### config.mk
export PLATFORM = sky130hd
export DESIGN_NAME = fgn_cell
export DESIGN_NICKNAME = d
export VERILOG_FILES = /design/src/hw/rtl/fgn_pkg.sv /design/src/hw/rtl/fgn_cell.sv
export SDC_FILE = /design/constraint.sdc
export NUM_CORES = 1
export LEC_CHECK = 0
export BUFFER_PORTS_ARGS = -buffer_cell sky130_fd_sc_hd__buf_2
export CAP_MARGIN = 20
export CELL_PAD_IN_SITES_DETAIL_PLACEMENT = 1
export CELL_PAD_IN_SITES_GLOBAL_PLACEMENT = 2
export CORE_ASPECT_RATIO = 0.5
export CORE_MARGIN = 2
export CORE_UTILIZATION = 25
export CTS_CLUSTER_SIZE = 40
export DETAILED_ROUTE_END_ITERATION = 10
export PLACE_DENSITY = 0.85
export SLEW_MARGIN = 10
export SYNTH_ARGS = -nofsm -noshare
export SYNTH_HDL_FRONTEND = slang
export SYNTH_SLANG_ARGS = --single-unit
### constraint.sdc
create_clock -name i_clk -period 2.3 [get_ports i_clk]
set_input_delay 0 -clock i_clk [delete_from_list [all_inputs] [get_ports i_clk]]
set_output_delay 0 -clock i_clk [all_outputs]
set_load 0.05 [all_outputs]
### src/hw/rtl/fgn_pkg.sv
// Shared constants, codes and types of the fractal gradient noise block.
package fgn_pkg;

    localparam int MAX_OCTAVES = 8;
    localparam int PIXEL_BITS  = 12;

    localparam int OCT_W   = $clog2(MAX_OCTAVES + 1);
    localparam int COORD_W = 24;
    localparam int OFS_W   = 2 * COORD_W;
    localparam int PXIS_W  = PIXEL_BITS + COORD_W;
    localparam int PXIS_LO = PXIS_W / 2;
    localparam int PXIS_HI = PXIS_W - PXIS_LO;

    localparam logic [1:0] KIND_PERM   = 2'd0;
    localparam logic [1:0] KIND_OFFSET = 2'd1;
    localparam logic [1:0] KIND_EVAL   = 2'd2;

    localparam logic [7:0] CFG_OCTAVES     = 8'd0;
    localparam logic [7:0] CFG_INV_SCALE   = 8'd1;
    localparam logic [7:0] CFG_PERSISTENCE = 8'd2;
    localparam logic [7:0] CFG_LACUNARITY  = 8'd3;

    localparam logic [19:0] FREQ_MAX = 20'hFFFFF;
    localparam logic [16:0] AMP_MAX  = 17'h1FFFF;
    localparam logic [16:0] Q_ONE    = 17'h10000;

    localparam logic signed [27:0] HEIGHT_MAX = 28'sd4194303;
    localparam logic signed [27:0] HEIGHT_MIN = -28'sd4194304;

    typedef struct packed {
        logic load;
        logic shift;
    } t_cell_ctl;

endpackage

### src/hw/rtl/fgn_cell.sv
// One octave offset cell of the rotating offset ring.
module fgn_cell (
    input  logic                      i_clk,
    input  fgn_pkg::t_cell_ctl        i_ctl,
    input  logic [fgn_pkg::OFS_W-1:0] i_load_data,
    input  logic [fgn_pkg::OFS_W-1:0] i_prev,
    output logic [fgn_pkg::OFS_W-1:0] o_data
);

    logic [fgn_pkg::OFS_W-1:0] r_data;

    always_ff @(posedge i_clk) begin
        if (i_ctl.load) begin
            r_data <= i_load_data;
        end else if (i_ctl.shift) begin
            r_data <= i_prev;
        end
    end

    assign o_data = r_data;

endmodule

==> summary.txt <==
Run status
  • Status: finished clean

Placement
  • Gpl congestion: 0.700
  • Port bufs: 146
  • DP HPWL: 4.83 mm

Synthesis
  • Synth warn: 0
  • Post-synth cell types: 6
  • Syn Std Cell Area: 2070 µm²
  • Post-Syn Instances: 102
  • Mean Syn Cell Area: 20.3 µm²
  • Post-synthesis register bit count: 48
  • Synth Net Count: 201
  • Register area share after synthesis: 69.7%

Layout
  • Max FFs per register: 48
  • Fillers: 886
  • Final #Nets: 352
  • ANT cells: 0
  • Fin util: 38.2%
  • Most frequent cells in the layout: buf_2, edfxtp_1, mux2_2, mux2_4, clkbuf_16
  • Commonest non-fill, non-tap cell in the layout: buf_2
  • Layout cells sized above 1: 80.7%
  • Area growth from synthesis to layout: 48.0%

Floorplan
  • Core area: 8000 µm²
  • # rows: 23
  • Die X-Extent: 133 µm
  • I/O pins: 147
  • Die area: 9060 µm²
  • Starting Density: 25.8%
  • Die Y: 68.3 µm

Detailed routing
  • Vias per Instance: 4.06
  • Starting DRT DRC Count: 90
  • Antenna-violating nets left: 0
  • Post-Route WL: 5.98 mm
  • Vias: 1,485
  • DRC: 0
  • WL/cell: 16.3 µm
  • DRT Pass-1 Iters: 4

STA
  • Rel. slew slack: 63.2%
  • Final hold viol count: 0
  • Final setup vio count: 0
  • Tcrit/Tclk final: 41.2%
  • RSZ-0062 raised after global routing: false
  • Fmax: 1050 MHz
  • Worst hold slack: 0.0147 ns
  • Worst-margin pin slew: 0.552 ns
  • Final min period: 0.948 ns
  • Max Slew Vio Count: 0
  • Setup tns final: 0 ns

Clocking
  • Register clock-pin slew on the reported worst setup and hold paths: 0.07 ns
  • CTS buffer count: 5
  • CTS tree: yes
  • CTS Root Buffer Type: clkbuf_16
  • Gates resized, CTS repair: 0
  • Htree depth: 2
  • Max Root-Sink Buffers: 2
  • Post-CTS setup buffers: 0
  • Hold Buf Count CTS: 0
  • TritonCTS sink count: 48

Global routing
  • Vias in the first global route: 1,644
  • First-pass GRT wire length: 8.71 mm
  • Tot GR Track Use: 12.8%
  • Gr ovfl total: 0
  • Pin count of the biggest net entering global routing: 42
  • Initial antenna violation count: 0

Critical path
  • Startpoint types: input port
  • Crit Path Class: input port to register
  • Crit-path max FO: 41
  • Critical Path RT: 2.22 ns
  • CP startpoint: i_ctl[1]
  • Critical path arrival: 0.87 ns
  • CP Capture Type: register
  • CP cell instances: buf_2, or2_2, buf_4
  • Max incr delay on CP: 0.50 ns
  • CP max stage cell: buf_4

Hold path
  • HP Class: input port to register
  • Hold_sp: i_prev[1]

Power and ir drop
  • Peak VDD IR: 0.322 mV
  • Pwr dens: 802 nW/µm²
  • Leak Pwr: 1.37 nW

Run
  • Max cap viols: 0
[per-stage QoR]
stage	cell area [µm²]	power [W]	cells	setup WS [ns]
after floorplan	2070	0.00157	102	0.498
after global placement	2920	0.00175	358	1.10
after detailed placement	2920	0.00177	358	1.05
after CTS	3060	0.00247	366	1.35
after global routing	3060	0.00254	366	1.29
final	3060	0.00245	366	1.35
[per-layer routing]
metal,vias to the layer above,global-route usage (%),wire length (µm)
met1,754,12.8,2020
met5,-,0,0
met4,0,3.90,58
met3,5,3.26,159
li1,699,-,-
met2,27,27.1,3750
[path summary, 6_finish.rpt]
path | to | slack [ns] | depth (start not counted)
max | o_data[23] | 1.35 | 3
min | o_data[1] | 0.01 | 2
[critical path: cells and delay by family]
kind / cells / cell delay [ns]
buffers and inverters: 2 / 0.62
and+or+nand+nor: 1 / 0.22
[layout make-up]
cell class	instances	area [µm²]	area share (%)
clock buffer	5	125	4.09
clock inverter	3	18.8	0.613
multi-input combinational	49	581	19.0
sequential	48	1440	47.1
tap	112	140	4.58
timing repair buffer	149	753	24.6
[where the power goes]
group / total [W] / internal [W] / switching, W
clock network: 0.000710 / 0.000399 / 0.000311
logic: 0.000644 / 0.000190 / 0.000454
registers: 0.00110 / 0.00107 / 0.0000245
total: 0.00245 / 0.00166 / 0.000789
[cell families (layout without fill, tap and decap cells)]
logic type	Yosys count	count (layout)	synth area share (%)
multiplexers	48	48	27.8
flip-flops	48	48	69.7
buffers and inverters	5	157	2.18
AND/OR/NAND/NOR	1	1	0.303
[cells in the mapped netlist (all sizes together)]
master	number	share of area [%]
buf	5	2.2
edfxtp	48	70
mux2	48	28
or2	1	0.30
(Power assumes the default switching activity.)
