--- config.mk ---
export PLATFORM = sky130hd
export DESIGN_NAME = fgn_ram
export DESIGN_NICKNAME = d
export VERILOG_FILES = /design/src/hw/rtl/fgn_ram.sv
export SDC_FILE = /design/constraint.sdc
export NUM_CORES = 2
export LEC_CHECK = 0
export ABC_AREA = 0
export BUFFER_PORTS_ARGS = -buffer_cell sky130_fd_sc_hd__buf_4
export CORE_UTILIZATION = 30
export DETAILED_ROUTE_END_ITERATION = 16
export GPL_TIMING_DRIVEN = 0
export RECOVER_POWER = 100
export SLEW_MARGIN = 25
export SYNTH_ARGS = -nofsm -noshare
export SYNTH_HDL_FRONTEND = slang
export SYNTH_SLANG_ARGS = --single-unit
--- constraint.sdc ---
create_clock -name i_clk -period 3.4 [get_ports i_clk]
set_input_delay 0.34 -clock i_clk [delete_from_list [all_inputs] [get_ports i_clk]]
set_output_delay 0.34 -clock i_clk [all_outputs]
set_load 0.005 [all_outputs]
--- src/hw/rtl/fgn_ram.sv ---
// Generic single-write, single-read RAM with registered read data.
module fgn_ram #(
    parameter int WIDTH = 8,
    parameter int DEPTH = 256
) (
    input  logic                     i_clk,
    input  logic                     i_we,
    input  logic [$clog2(DEPTH)-1:0] i_waddr,
    input  logic [WIDTH-1:0]         i_wdata,
    input  logic [$clog2(DEPTH)-1:0] i_raddr,
    output logic [WIDTH-1:0]         o_rdata
);

    logic [WIDTH-1:0] r_mem [DEPTH];
    logic [WIDTH-1:0] r_rdata;

    always_ff @(posedge i_clk) begin
        if (i_we) begin
            r_mem[i_waddr] <= i_wdata;
        end
        r_rdata <= r_mem[i_raddr];
    end

    assign o_rdata = r_rdata;

endmodule

==> impl_metrics.csv <==
group,metric,value,unit
yosys,async_reset_ff_share,0,%
route,wirelength,247000,µm
cells_and_area,fin_nets,4037,
clock_tree,cts_buffers,206,
global_route,met2_usage,28.5,%
critical_path,reg2reg_from,"r_mem[82][5]",
timing,period_needed,3.72,ns
cells_and_area,final_cell_mix,"2048 x edfxtp_1, 454 x mux4_2, 281 x nor2_1, 206 x clkbuf_16, 134 x mux2i_1",
timing,setup_violations,26,
critical_path,cp_cell_sequence,"buf_4, buf_2, buf_2, and2_0, clkbuf_1, a22oi_1, a31oi_1, nor4_2, nor4_2",
die,coreArea,263000,µm²
die,die_h,517,µm
global_route,gr-usage-all-layers,18.2,%
cells_and_area,postLayoutCellArea,91300,µm²
die,num_rows,188,
timing,finalCritPeriodShare,109,%
clock_tree,cts.path.max_buffers,3,
yosys,ys_seq_area_share,77.5,%
clock_tree,root_buffer,"clkbuf_16",
die,die_w,517,µm
critical_path,crit_type,"in2reg",
clock_tree,cts_sinks,2056,
yosys,synth.avg_cell_area,21.3,µm²
die,die_area,267000,µm²
global_route,use_met3,4.34,%
placed_design,dp.cells,7311,
yosys,syn-cell-area,79600,µm²
global_route,grt.overflow.total,0,
yosys,syn-instance-count,3733,
cells_and_area,drive_gt1_share,22.8,%
cells_and_area,fin_cells,7697,
status,status,"complete, but fails checks",
cells_and_area,mostFrequentLayoutCell,"edfxtp_1",
global_route,grt_max_degree,115,
route,viasPerCell,5.41,
route,firstDrtPassIters,6,
timing,slew_violations,774,
placed_design,hpwl,166000,µm
critical_path,cp_max_fo,11,
global_route,grt_pass1_wl,334000,µm
pwr,vdd_ir_drop_max,0.428,mV
worst_hold_path,hold_path.class,"in2reg",
critical_path,crit_path_end,"o_rdata[5]",
clock_tree,cts_setup_buffers,0,
timing,tightestPinTransition,2.53,ns
timing,fin_ws,-0.321,ns
critical_path,worst-r2r-setup-slack,0,ns
timing,fmax,269,MHz
route,initialDrtViolationCount,6360,
critical_path,start_kind,"input pin",
clock_tree,cts_tree,"built",
cells_and_area,area_growth,14.8,%
job,drv_cap,10,
placed_design,routabilityCongestion,0.958,
timing,skew,0.0308,ns
timing,finalHoldViolCount,0,
global_route,grt_pass1_vias,40700,
yosys,synth_seq_cells,2056,
critical_path,r2r_cells,6,
route,drc_errors,0,
critical_path,crit_start,"i_raddr[2]",
global_route,grt.busiest_layer,"met2",
global_route,antenna_found_initial,13,
placed_design,dpl_cell_area,85200,µm²
pwr,leakage,27.6,nW
critical_path,worstSetupEndpointType,"flop",
clock_tree,clk_pin_slew_worst_paths,0.06,ns
timing,holdWs,0.311,ns
clock_tree,h-tree-depth,4,
global_route,met1_usage,24.1,%
timing,rsz0062_at_grt,"no",
yosys,synthFlopType,"edfxtp_1",
pwr,finalPower,53.0,mW
route,wire_per_inst,32.1,µm
yosys,yosysWarnings,0,
route,drtAntennaViolNets,0,
clock_tree,clk_latency,0.87,ns
die,io-pin-count,34,
yosys,synth_nets,3759,
critical_path,crit_required,4.06,ns
die,initial_core_util,30.3,%
critical_path,cpPeakStageDelay,0.75,ns
critical_path,cp_slowest_cell,"clkbuf_1",
timing,slew_headroom,-68.5,%
yosys,synthDistinctLibCells,55,
critical_path,r2r-end,"o_rdata[5]",
placed_design,port_buffers,26,
yosys,synth_edf_count,2048,
critical_path,arrival,4.38,ns
status,violations,"capacitance limit, slew limit, setup timing",
pwr,cellPowerDensity,581,nW/µm²
route,via_count,41700,
==> final cells by class <==
| type | count | area (µm²) |
|---|---|---|
| sequential | 2056 | 61700 |
| antenna | 8 | 20.0 |
| tap | 3515 | 4400 |
| timing repair buffer | 71 | 742 |
| clock inverter | 126 | 1120 |
| fill | 24500 | 172000 |
| inverter | 2 | 7.51 |
| buffer | 232 | 1510 |
| multi-input combinational | 1442 | 16500 |
| clock buffer | 245 | 5300 |
==> where the power goes <==
group          total, mW  switching [mW]  internal, mW
clock               22.0            9.80          12.2
combinational       3.04            2.13         0.916
sequential          28.0          0.0165          28.0
==> state kept, by name, summed over array words and instances, names as in the netlist <==
register / flops
o_rdata: 8
r_mem: 2048
==> how the worst min path moves through the flow <==
stage               cells after the start        from  slack [ns]             to
floorplan                               0  i_wdata[0]        0.44    r_mem[0][0]
global placement                        1  o_rdata[6]        0.75     o_rdata[6]
detailed placement                      1  o_rdata[0]        0.74     o_rdata[0]
CTS                                     2  i_wdata[2]        0.09   r_mem[65][2]
global route                            3  i_waddr[4]        0.31  r_mem[176][2]
finish                                  3  i_waddr[4]        0.31  r_mem[176][2]
==> synthesized netlist by cell type (all sizes together) (4+ instances only) <==
master   count  area [µm²]
mux2i      134        1340
a21oi       96         480
nand2       33         124
edfxtp    2048       61500
nor4        27         188
mux4       456       10300
nor2       282        1060
nand3       34         170
o21ai       12        60.1
dfxtp        8         160
a22oi      133         998
nand2b       8        50.1
nor3        22         110
o32ai        5        51.3
o22ai       28         175
or2          4        25.0
and2         6        37.5
clkbuf     111         417
o221ai      47         418
o22a         5        43.8
nand4       10        62.6
a22o         8        70.1
nor2b       31         194
o211ai      10        75.1
a2111oi      5        52.6
a211oi      16         120
buf        122        1030
a221oi      14         129
==> kinds of logic (layout without fill, tap and decap cells) <==
| group | count (synthesis) | after routing | share of synthesized area (%) |
|---|---|---|---|
| buffers and inverters | 235 | 676 | 1.83 |
| AOI/OAI and AO/OA | 385 | 385 | 3.42 |
| muxes | 591 | 591 | 14.6 |
| other | 0 | 8 | 0 |
| and+or+nand+nor | 466 | 466 | 2.63 |
| DFF | 2056 | 2056 | 77.5 |
==> through the flow <==
step	util, %	setup slack [ns]	setup TNS [ns]
after floorplan	-	1.12	0
after detailed placement	32.4	-1.32	-175.86
after CTS	34.9	0.00311	0
final	34.7	-0.321	-3.01
after global placement	32.0	-2.35	-597.59
after global routing	34.7	0.0239	0
==> worst max-delay path: cells and delay by family <==
family / cells / cell delay [ns]
buffers and inverters: 4 / 2.12
AND/OR/NAND/NOR: 3 / 1.11
AO/OA/AOI/OAI: 2 / 0.75
==> per-layer routing <==
layer,up-vias,wire (µm)
met5,-,0
met4,0,12000
met3,480,27000
met2,2697,114000
met1,22200,93500
li1,16300,-
==> repair_timing <==
item,in CTS,in global routing
hold endpoints to repair,384,0
setup endpoints to repair,8,1
hold buffers,7,0
resized for setup,18,3
(Power assumes the default switching activity.)
